**src/rtl/bpe_pkg.sv**
```systemverilog
// shared constants and types for the bitmap to pixel expander
package bpe_pkg;

  // field widths
  localparam int unsigned SIDE_W  = 13;
  localparam int unsigned ORIG_W  = 12;
  localparam int unsigned COLOR_W = 32;
  localparam int unsigned POS_W   = 13;
  localparam int unsigned ROWOFF_W = 12;

  // one lane per bit of the input byte
  localparam int unsigned LANES   = 8;
  localparam int unsigned LANE_W  = $clog2(LANES);

  // largest image side honoured, larger settings are clamped
  localparam logic [SIDE_W-1:0] MAX_SIDE = SIDE_W'(4096);

  // configuration register indexes
  localparam int unsigned CFG_IDX_W = 3;
  localparam logic [CFG_IDX_W-1:0] REG_IMAGE_WIDTH  = 3'd0;
  localparam logic [CFG_IDX_W-1:0] REG_IMAGE_HEIGHT = 3'd1;
  localparam logic [CFG_IDX_W-1:0] REG_ORIGIN_COL   = 3'd2;
  localparam logic [CFG_IDX_W-1:0] REG_ORIGIN_ROW   = 3'd3;
  localparam logic [CFG_IDX_W-1:0] REG_FG_COLOR     = 3'd4;
  localparam logic [CFG_IDX_W-1:0] REG_BG_COLOR     = 3'd5;

  // result of one lane
  typedef struct packed {
    logic               write_pixel;
    logic [COLOR_W-1:0] pixel_color;
    logic [POS_W-1:0]   pixel_col;
  } slot_t;

  // values shared by all slots of one item
  typedef struct packed {
    logic [POS_W-1:0] pixel_row;
    logic             image_done;
  } byte_info_t;

  // clamp a side length to the supported maximum
  function automatic logic [SIDE_W-1:0] limit_side(input logic [SIDE_W-1:0] v);
    return (v > MAX_SIDE) ? MAX_SIDE : v;
  endfunction

endpackage

```
**src/rtl/bitmap_to_pixel_expander.sv**
```systemverilog
// top level: expands bitmap bytes into pixel write slots
//
//  channel | handshake             | payload
//  --------+-----------------------+---------------------------------------------
//  in      | in_valid / in_stall   | in_bitmap_byte
//  out     | out_valid / out_stall | out_write_pixel, out_pixel_color,
//          |                       | out_pixel_col, out_pixel_row,
//          |                       | out_last_of_byte, out_image_done
//  cfg     | cfg_valid / cfg_ready | cfg_index, cfg_data
//
// eight lanes resolve all slots of an item in the cycle it is accepted; the
// slot buffer then sends one slot per cycle while out_stall is low, and the
// next item is taken in the cycle its predecessor's eighth slot leaves.
// first slot appears in the cycle after acceptance. out_stall holds the slot
// buffer and, through it, the input. reset (synchronous, rst_n low) puts the
// position at the origin and the registers at their defaults; cfg_ready is
// always high.
module bitmap_to_pixel_expander
  import bpe_pkg::*;
(
  input  logic                 clk,
  input  logic                 rst_n,
  input  logic                 in_valid,
  output logic                 in_stall,
  input  logic [7:0]           in_bitmap_byte,
  output logic                 out_valid,
  input  logic                 out_stall,
  output logic                 out_write_pixel,
  output logic [COLOR_W-1:0]   out_pixel_color,
  output logic [POS_W-1:0]     out_pixel_col,
  output logic [POS_W-1:0]     out_pixel_row,
  output logic                 out_last_of_byte,
  output logic                 out_image_done,
  input  logic                 cfg_valid,
  output logic                 cfg_ready,
  input  logic [CFG_IDX_W-1:0] cfg_index,
  input  logic [31:0]          cfg_data
);

  logic [SIDE_W-1:0]   image_width_r, image_height_r;
  logic [ORIG_W-1:0]   origin_col_r, origin_row_r;
  logic [COLOR_W-1:0]  fg_color_r, bg_color_r;
  logic [POS_W-1:0]    col_off_r, col_off_nxt;
  logic [ROWOFF_W-1:0] row_off_r, row_off_nxt;
  logic [SIDE_W-1:0]   width, height;
  logic [POS_W-1:0]    next_col;
  logic [SIDE_W-1:0]   next_row;
  logic                wrap, done;
  logic                accept, free;
  slot_t               slots [LANES];
  byte_info_t          info;
  slot_t               out_slot;

  // configuration registers
  assign cfg_ready = 1'b1;

  always_ff @(posedge clk) begin
    if (!rst_n) begin
      image_width_r  <= SIDE_W'(8);
      image_height_r <= SIDE_W'(8);
      origin_col_r   <= '0;
      origin_row_r   <= '0;
      fg_color_r     <= '0;
      bg_color_r     <= '0;
    end else if (cfg_valid && cfg_ready) begin
      case (cfg_index)
        REG_IMAGE_WIDTH:  image_width_r  <= cfg_data[SIDE_W-1:0];
        REG_IMAGE_HEIGHT: image_height_r <= cfg_data[SIDE_W-1:0];
        REG_ORIGIN_COL:   origin_col_r   <= cfg_data[ORIG_W-1:0];
        REG_ORIGIN_ROW:   origin_row_r   <= cfg_data[ORIG_W-1:0];
        REG_FG_COLOR:     fg_color_r     <= cfg_data;
        REG_BG_COLOR:     bg_color_r     <= cfg_data;
        default: ;
      endcase
    end
  end

  // wrap and end of image decisions
  assign width    = limit_side(image_width_r);
  assign height   = limit_side(image_height_r);
  assign next_col = col_off_r + POS_W'(LANES);
  assign next_row = SIDE_W'(row_off_r) + 1'b1;
  assign wrap     = next_col >= POS_W'(width);
  assign done     = wrap && (next_row >= height);

  assign accept   = in_valid && free;
  assign in_stall = !free;

  // position update
  always_comb begin
    col_off_nxt = col_off_r;
    row_off_nxt = row_off_r;
    if (accept) begin
      if (wrap) begin
        col_off_nxt = '0;
        row_off_nxt = done ? '0 : next_row[ROWOFF_W-1:0];
      end else begin
        col_off_nxt = next_col;
      end
    end
  end

  always_ff @(posedge clk) begin
    if (!rst_n) begin
      col_off_r <= '0;
      row_off_r <= '0;
    end else begin
      col_off_r <= col_off_nxt;
      row_off_r <= row_off_nxt;
    end
  end

  // lanes, one per bit
  for (genvar i = 0; i < LANES; i++) begin : g_lane
    bpe_lane u_lane (
      .bit_val    (in_bitmap_byte[i]),
      .lane_idx   (LANE_W'(i)),
      .col_offset (col_off_r),
      .width      (width),
      .origin_col (origin_col_r),
      .fg_color   (fg_color_r),
      .bg_color   (bg_color_r),
      .slot       (slots[i])
    );
  end

  // row and end flag shared by the item
  assign info.pixel_row  = POS_W'(origin_row_r) + POS_W'(row_off_r);
  assign info.image_done = done;

  // slot buffer and serialiser
  bpe_merge u_merge (
    .clk       (clk),
    .rst_n     (rst_n),
    .load      (accept),
    .slots     (slots),
    .info      (info),
    .free      (free),
    .out_stall (out_stall),
    .out_valid (out_valid),
    .out_slot  (out_slot),
    .out_row   (out_pixel_row),
    .out_last  (out_last_of_byte),
    .out_done  (out_image_done)
  );

  assign out_write_pixel = out_slot.write_pixel;
  assign out_pixel_color = out_slot.pixel_color;
  assign out_pixel_col   = out_slot.pixel_col;

endmodule

```
**src/rtl/bpe_lane.sv**
```systemverilog
// one pixel lane: colour and column for a single bit of the item
module bpe_lane
  import bpe_pkg::*;
(
  input  logic               bit_val,
  input  logic [LANE_W-1:0]  lane_idx,
  input  logic [POS_W-1:0]   col_offset,
  input  logic [SIDE_W-1:0]  width,
  input  logic [ORIG_W-1:0]  origin_col,
  input  logic [COLOR_W-1:0] fg_color,
  input  logic [COLOR_W-1:0] bg_color,
  output slot_t              slot
);

  logic [POS_W-1:0] col;
  logic             col_in_row;
  logic             fg_on;
  logic             bg_on;

  // column inside the bitmap and alpha checks
  assign col        = col_offset + POS_W'(lane_idx);
  assign col_in_row = col < width;
  assign fg_on      = |fg_color[31:24];
  assign bg_on      = |bg_color[31:24];

  // colour selection, padding and transparent slots write nothing
  always_comb begin
    slot.write_pixel = 1'b0;
    slot.pixel_color = '0;
    if (col_in_row) begin
      if (bit_val && fg_on) begin
        slot.write_pixel = 1'b1;
        slot.pixel_color = fg_color;
      end else if (bg_on) begin
        slot.write_pixel = 1'b1;
        slot.pixel_color = bg_color;
      end
    end
    slot.pixel_col = POS_W'(origin_col) + col;
  end

endmodule

```
**src/rtl/bpe_merge.sv**
```systemverilog
// holds the lane results of one item and sends them out one slot a cycle while out_stall is low
module bpe_merge
  import bpe_pkg::*;
(
  input  logic             clk,
  input  logic             rst_n,
  input  logic             load,
  input  slot_t            slots [LANES],
  input  byte_info_t       info,
  output logic             free,
  input  logic             out_stall,
  output logic             out_valid,
  output slot_t            out_slot,
  output logic [POS_W-1:0] out_row,
  output logic             out_last,
  output logic             out_done
);

  slot_t            buf_r [LANES];
  byte_info_t       info_r;
  logic [LANE_W-1:0] idx_r, idx_nxt;
  logic             valid_r, valid_nxt;
  logic             take;
  logic             last;

  // slot handshake
  assign last = idx_r == LANE_W'(LANES - 1);
  assign take = valid_r && !out_stall;
  assign free = !valid_r || (take && last);

  // slot counter and occupancy
  always_comb begin
    idx_nxt   = idx_r;
    valid_nxt = valid_r;
    if (load) begin
      idx_nxt   = '0;
      valid_nxt = 1'b1;
    end else if (take) begin
      if (last) begin
        valid_nxt = 1'b0;
      end else begin
        idx_nxt = idx_r + 1'b1;
      end
    end
  end

  always_ff @(posedge clk) begin
    if (!rst_n) begin
      idx_r   <= '0;
      valid_r <= 1'b0;
    end else begin
      idx_r   <= idx_nxt;
      valid_r <= valid_nxt;
    end
  end

  // item buffer, loaded whole from the lanes
  always_ff @(posedge clk) begin
    if (load) begin
      buf_r  <= slots;
      info_r <= info;
    end
  end

  // outputs
  assign out_valid = valid_r;
  assign out_slot  = buf_r[idx_r];
  assign out_row   = info_r.pixel_row;
  assign out_last  = last;
  assign out_done  = last && info_r.image_done;

endmodule

```
**config.mk**
```make
export PLATFORM = sky130hd
export DESIGN_NAME = bitmap_to_pixel_expander
export DESIGN_NICKNAME = d
export VERILOG_FILES = /design/src/rtl/bpe_pkg.sv /design/src/rtl/bitmap_to_pixel_expander.sv /design/src/rtl/bpe_lane.sv /design/src/rtl/bpe_merge.sv
export SDC_FILE = /design/constraint.sdc
export NUM_CORES = 1
export LEC_CHECK = 0
export BUFFER_PORTS_ARGS = -buffer_cell sky130_fd_sc_hd__buf_4
export CAP_MARGIN = 30
export CORE_AREA = 8 8 259 385
export DETAILED_ROUTE_END_ITERATION = 12
export DIE_AREA = 0 0 267 393
export PLACE_DENSITY_LB_ADDON = 0.05
export SETUP_SLACK_MARGIN = 0.02
export SLEW_MARGIN = 5
export SYNTH_ARGS = -nofsm -noshare
export SYNTH_HDL_FRONTEND = slang
export SYNTH_SLANG_ARGS = --single-unit
```
**constraint.sdc**
```tcl
create_clock -name clk -period 36.1 [get_ports clk]
set_input_delay 1.805 -clock clk [delete_from_list [all_inputs] [get_ports clk]]
set_output_delay 1.805 -clock clk [all_outputs]
set_load 0.05 [all_outputs]
```
# == Word level (Yosys, flattened, before mapping) ==
# Cells that the tools add are included.
# totals
wordCells,128
out_inout_bits,64
n_memories,0
ff_bits,525
mem_bits_ro,0
latch_bits,0
in_bits,48
mem_bits_rw,0
# op_classes
bitwise,3
reduce_logical,32
mul,0
n_addsub,19
order_cmp,13
muxes,19
n_eq_ne,6
n_shift,0
div_mod_pow,0
# ops
op,n
two-way mux 33 bit,9
binary-select mux 46 bit (select 3 bit),1
adder 12 x 13 -> 13 bit,8
less-than comparator 13 bit,8
two-way mux 46 bit,2
"adder 13 x 3 -> 13 bit, second input constant",4
two-way mux 13 bit,3
"adder 13 x 2 -> 13 bit, second input constant",2
>= comparator 13 bit,2
"> comparator 13 bit, second input constant",2
AND reduction 2 bit,9
OR reduction 8 bit,2
"adder 12 x 1 -> 13 bit, second input constant",1
adder 12 x 12 -> 13 bit,1
"adder 13 x 1 -> 13 bit, second input constant",1
"adder 13 x 4 -> 13 bit, second input constant",1
logical AND 1 bit,13
two-way mux 12 bit,1
"== test 3 bit, second input constant",3
"== test 3 x 2 -> 1 bit, second input constant",2
">= comparator 4 bit, second input constant",1
inverter 3 -> 4 bit,1
nonzero test 2 bit,2
"adder 3 x 1 -> 3 bit, second input constant",1
7 further kinds,12

# == Logic depth before layout (Yosys ltp) ==
# depth
ltp_word,7
depth_mapped,12
ltp_nobuf,12

# == Hierarchy ==
# A second synthesis with hierarchy kept.
# hier_totals
cells_unflattened,3543
area_unflattened_um2,37066.8
# modules_own_cells
mod,cells_each,n_inst,area_per_inst_um2,seq_area_each_um2
bpe_merge,579,1,14525.2,11551.1
bpe_lane at g_lane[1].u_lane ...,275,4,2104.5,0.0
bitmap_to_pixel_expander,819,1,6662.6,2722.6
bpe_lane at g_lane[7].u_lane,263,1,1936.9,0.0
bpe_lane at g_lane[5].u_lane,261,1,1869.3,0.0
bpe_lane at g_lane[6].u_lane,262,1,1831.8,0.0
bpe_lane at g_lane[0].u_lane,259,1,1823.0,0.0

# == Worst setup path before layout ==
# OpenSTA, ideal clock, no wires.
# synth_path
path_kind,input -> register
startpoint,input port out_stall
endpoint,register col_off_r[3]
arrival_time_ns,20.857
setup_slack_ns,15.094
path_buffers,0
required_ns,35.951
stages,5
path_cell_list,inv_1 a21boi_1 nor2_1 nor2b_1 mux2_2
# synth_via
elab_chain_cells,5
# synth_rtl
element,line_no,source
"start, declared",bitmap_to_pixel_expander.sv:27,"input logic out_stall,"
logical NOT 1 bit,bpe_merge.sv:28,assign take = valid_r && !out_stall;
logical AND 1 bit,bpe_merge.sv:28,
logical AND 1 bit,bpe_merge.sv:29,assign free = !valid_r || (take && last);
logical OR 1 bit,bpe_merge.sv:29,
logical AND 1 bit,bitmap_to_pixel_expander.sv:86,assign accept = in_valid && free;
named net accept,bitmap_to_pixel_expander.sv:49,"logic accept, free;"
"end signal, assigned",bitmap_to_pixel_expander.sv:108,col_off_r <= col_off_nxt;
"end, declared",bitmap_to_pixel_expander.sv:43,"logic [POS_W-1:0] col_off_r, col_off_nxt;"
# The timed path passes the listed nets, and every way through them passes these cells.
# A chain may end at the register's enable or synchronous reset.

# == Worst setup path after layout ==
# layout_path
startpoint,register u_merge.idx_r[1]
endpoint,output port out_pixel_color[5]
# layout_via
elab_chain_cells,4
# layout_rtl
element,line_no,source
"start, declared",bpe_merge.sv:21,"logic [LANE_W-1:0] idx_r, idx_nxt;"
"start signal, assigned",bpe_merge.sv:52,idx_r <= idx_nxt;
inverter 3 -> 4 bit (not written as such),bpe_merge.sv:67,assign out_slot = buf_r[idx_r];
binary-select mux 46 bit (select 3 bit),bpe_merge.sv:67,
two-way mux 46 bit (not written as such) (2 in series),bpe_merge.sv:67,
"end, declared",bitmap_to_pixel_expander.sv:29,"output logic [COLOR_W-1:0] out_pixel_color,"
# Every way passes these cells. The select of a mux whose other input is x is not followed.

==> impl_metrics.py <==
metrics = {
    "status": {
        "status": "finished, final reports clean",
    },
    "timing": {
        "slew_headroom_pct": 32.56,
        "slew_violations": 0,
        "setup_viol": 0,
        "fin_setup_tns_ns": 0,
        "fin_crit_ns": 5.164,
        "max_freq_mhz": 193.6,
        "worst_hold_slack_ns": 0.4594,
        "rsz0062_at_grt": "no",
        "worstMarginPinSlew_ns": 1.012,
        "period_share_pct": 14.31,
        "skew_ns": 0.04078,
        "hold_violations": 0,
    },
    "clock_tree": {
        "postCtsHoldBufs": 0,
        "cts_sinks": 512,
        "ctsResizeCount": 0,
        "cts_max_path_buffers": 3,
        "path_clk_slew_ns": 0.06,
        "root_buffer": "clkbuf_16",
        "cts_tree": "done",
        "cts_setup_buffers": 0,
        "cts_inserted_buffers": 57,
        "htreeDepth": 2,
        "clock_latency_ns": 0.66,
    },
    "critical_path": {
        "worstReg2RegEnd": "u_merge.buf_r[34]",
        "crit_path_start": "u_merge.idx_r[1]",
        "worstRegToRegCells": 9,
        "timing.critical_path.buf_inv": 2,
        "critical-path-slowest-cell": "buf_4",
        "reg2reg_slack_ns": 31.34,
        "critPathLaunchType": "flip-flop",
        "arrival_ns": 3.36,
        "path_max_fanout": 54,
        "path_class": "flip-flop to output pin",
        "crit_family": "buffers and inverters",
        "endpoint_kind": "output pin",
        "worstPathRequired_ns": 34.29,
        "crit_path_frequent_cell": "buf_4",
        "cpPeakStageDelay_ns": 0.83,
        "r2r-start": "u_merge.idx_r[1]",
        "path_cells": "buf_4 > mux4_2 > mux2_2 > buf_4",
    },
    "placed_design": {
        "place_inst": 3944,
        "dp.final_hpwl_mm": 58.84,
        "gp_congestion": 0.8017,
        "port_buffers": 110,
    },
    "detailed_routing": {
        "vias": 20340,
        "avgRoutedWirePerCell_um": 22.94,
        "firstDrtPassIters": 7,
        "wl_mm": 93.01,
        "ant_nets": 0,
        "first_iter_violations": 1298,
        "vias_per_cell": 5.015,
        "drcViolationCount": 0,
    },
    "global_routing": {
        "grt-ovfl-total": 0,
        "antenna_found_initial": 3,
        "grt_pass1_vias": 20520,
        "track_usage_pct": 17.51,
        "grt_max_degree": 99,
        "grt_pass1_wl_mm": 138.0,
    },
    "logic_synthesis": {
        "synthCells": 2777,
        "synth-seq-cells": 512,
        "ys_types": 72,
        "synth_edf_count": 372,
        "synth_area_mm2": 0.02790,
        "ys_warn_count": 0,
        "yosysSeqAreaShare_pct": 50.08,
        "async_reset_ff_share_pct": 0,
        "synthFlopType": "edfxtp_1",
        "avgSynthCellArea_um2": 10.05,
        "synth_nets": 2933,
    },
    "pwr": {
        "leakage_nw": 11.76,
        "powerDensity_mw_per_mm2": 44.93,
        "ir_worst_vdd_mv": 0.03595,
    },
    "hold_path": {
        "hold_class": "flip-flop to flip-flop",
        "worstHoldStart": "image_height_r[0]",
        "hold-path-cell-count": 2,
        "holdPathEnd": "image_height_r[0]",
    },
    "final_layout": {
        "syn2layout_area_growth_pct": 12.95,
        "layout_commonest_cell": "nor2_1",
        "stdcell_count": 4055,
        "layout.cells.most_common_list": "nor2_1, nand2_1, edfxtp_1",
        "nFillCells": 9582,
        "drive_above_1_share_pct": 14.68,
        "utilization_pct": 33.49,
        "nNetsFinal": 2901,
    },
    "job": {
        "drv_cap": 0,
    },
    "die": {
        "start_util_pct": 29.65,
        "coreArea_mm2": 0.09410,
        "ioPinCount": 112,
        "die_y_um": 393,
        "dieArea_mm2": 0.1049,
        "chipWidth_um": 267,
        "num_rows": 138,
    },
}
area by class of cell:
type	count	area [µm²]	share of cell area (%)
Antenna cell	2	5.005	0.01588
Clock buffer	82	1580	5.014
Clock inverter	25	170.2	0.5399
Inverter	29	108.9	0.3454
Multi-Input combinational cell	1996	12900	40.92
Sequential cell	512	13980	44.37
Tap cell	1260	1577	5.002
Timing Repair Buffer	149	1194	3.787
cells in the mapped netlist (all sizes together), types with 28 or more instances:
| master | number | area (µm²) |
|---|---|---|
| xnor2 | 62 | 543.0 |
| nor2 | 458 | 1722 |
| buf | 54 | 326.6 |
| a21o | 29 | 217.7 |
| o21ai | 48 | 247.7 |
| a21oi | 323 | 1632 |
| mux4 | 89 | 2004 |
| edfxtp | 372 | 11170 |
| nand2 | 442 | 1662 |
| inv | 28 | 105.1 |
| clkbuf | 186 | 698.2 |
| ha | 107 | 1339 |
| dfxtp | 140 | 2803 |
| a21boi | 117 | 878.4 |
| xor2 | 40 | 350.3 |
| mux2 | 46 | 518.0 |
metal layers:
metal | track usage (%) | wire length, µm
met1 | 20.84 | 38000
met2 | 32.38 | 48660
met3 | 2.540 | 3775
met4 | 5.032 | 2565
met5 | 0 | 8
registers in the layout (all words and copies together) (netlist names):
signal	flops
origin_col_r	12
row_off_r	12
image_width_r	13
bg_color_r	32
origin_row_r	12
col_off_r	10
image_height_r	13
fg_color_r	32
u_merge.out_row	13
u_merge.out_valid	1
u_merge.info_r	1
u_merge.idx_r	3
u_merge.buf_r	358
kinds of logic after synthesis:
kind of cell / synth area share [%]
multiplexers: 9.111
flip-flops: 50.08
buffers and inverters: 4.062
other: 0.01344
AO/OA/AOI/OAI: 13.64
XOR/XNOR: 3.202
AND/OR/NAND/NOR: 15.02
adder cells (fa/ha/maj): 4.870
where the power goes:
| part | switching, mW | internal [mW] |
|---|---|---|
| registers | 0.0113 | 0.658 |
| logic | 0.132 | 0.0497 |
| clock network | 0.253 | 0.311 |
| total | 0.397 | 1.02 |
worst register-to-register path: cells and delay by family (launching register included):
| kind | cells | cell delay, ns |
|---|---|---|
| buf+inv | 5 | 2.76 |
| fa+ha+maj | 2 | 0.56 |
| flops | 1 | 0.79 |
| compound gates | 1 | 0.22 |
| simple gates | 1 | 0.11 |
through the flow:
stage	setup slack (ns)	total power, mW	area [µm²]
after floorplan	15.09	0.8027	27900
after global placement	30.22	0.8658	29660
after detailed placement	30.55	0.8680	29710
after CTS	30.80	1.443	31460
after global routing	30.79	1.474	31510
final	30.94	1.416	31520
worst max path at each step:
| stage | end | slack, ns | depth (start not counted) |
|---|---|---|---|
| 2_1_floorplan | col_off_r[3] | 15.09 | 5 |
| 3_3_place_gp | u_merge.buf_r[126] | 30.22 | 8 |
| 3_5_place_dp | u_merge.buf_r[172] | 30.55 | 8 |
| 4_1_cts | out_pixel_color[5] | 30.80 | 4 |
| 5_1_grt | out_pixel_color[5] | 30.79 | 4 |
| 6_report | out_pixel_color[5] | 30.94 | 4 |
No activity file was read; power rests on OpenSTA's default activity.
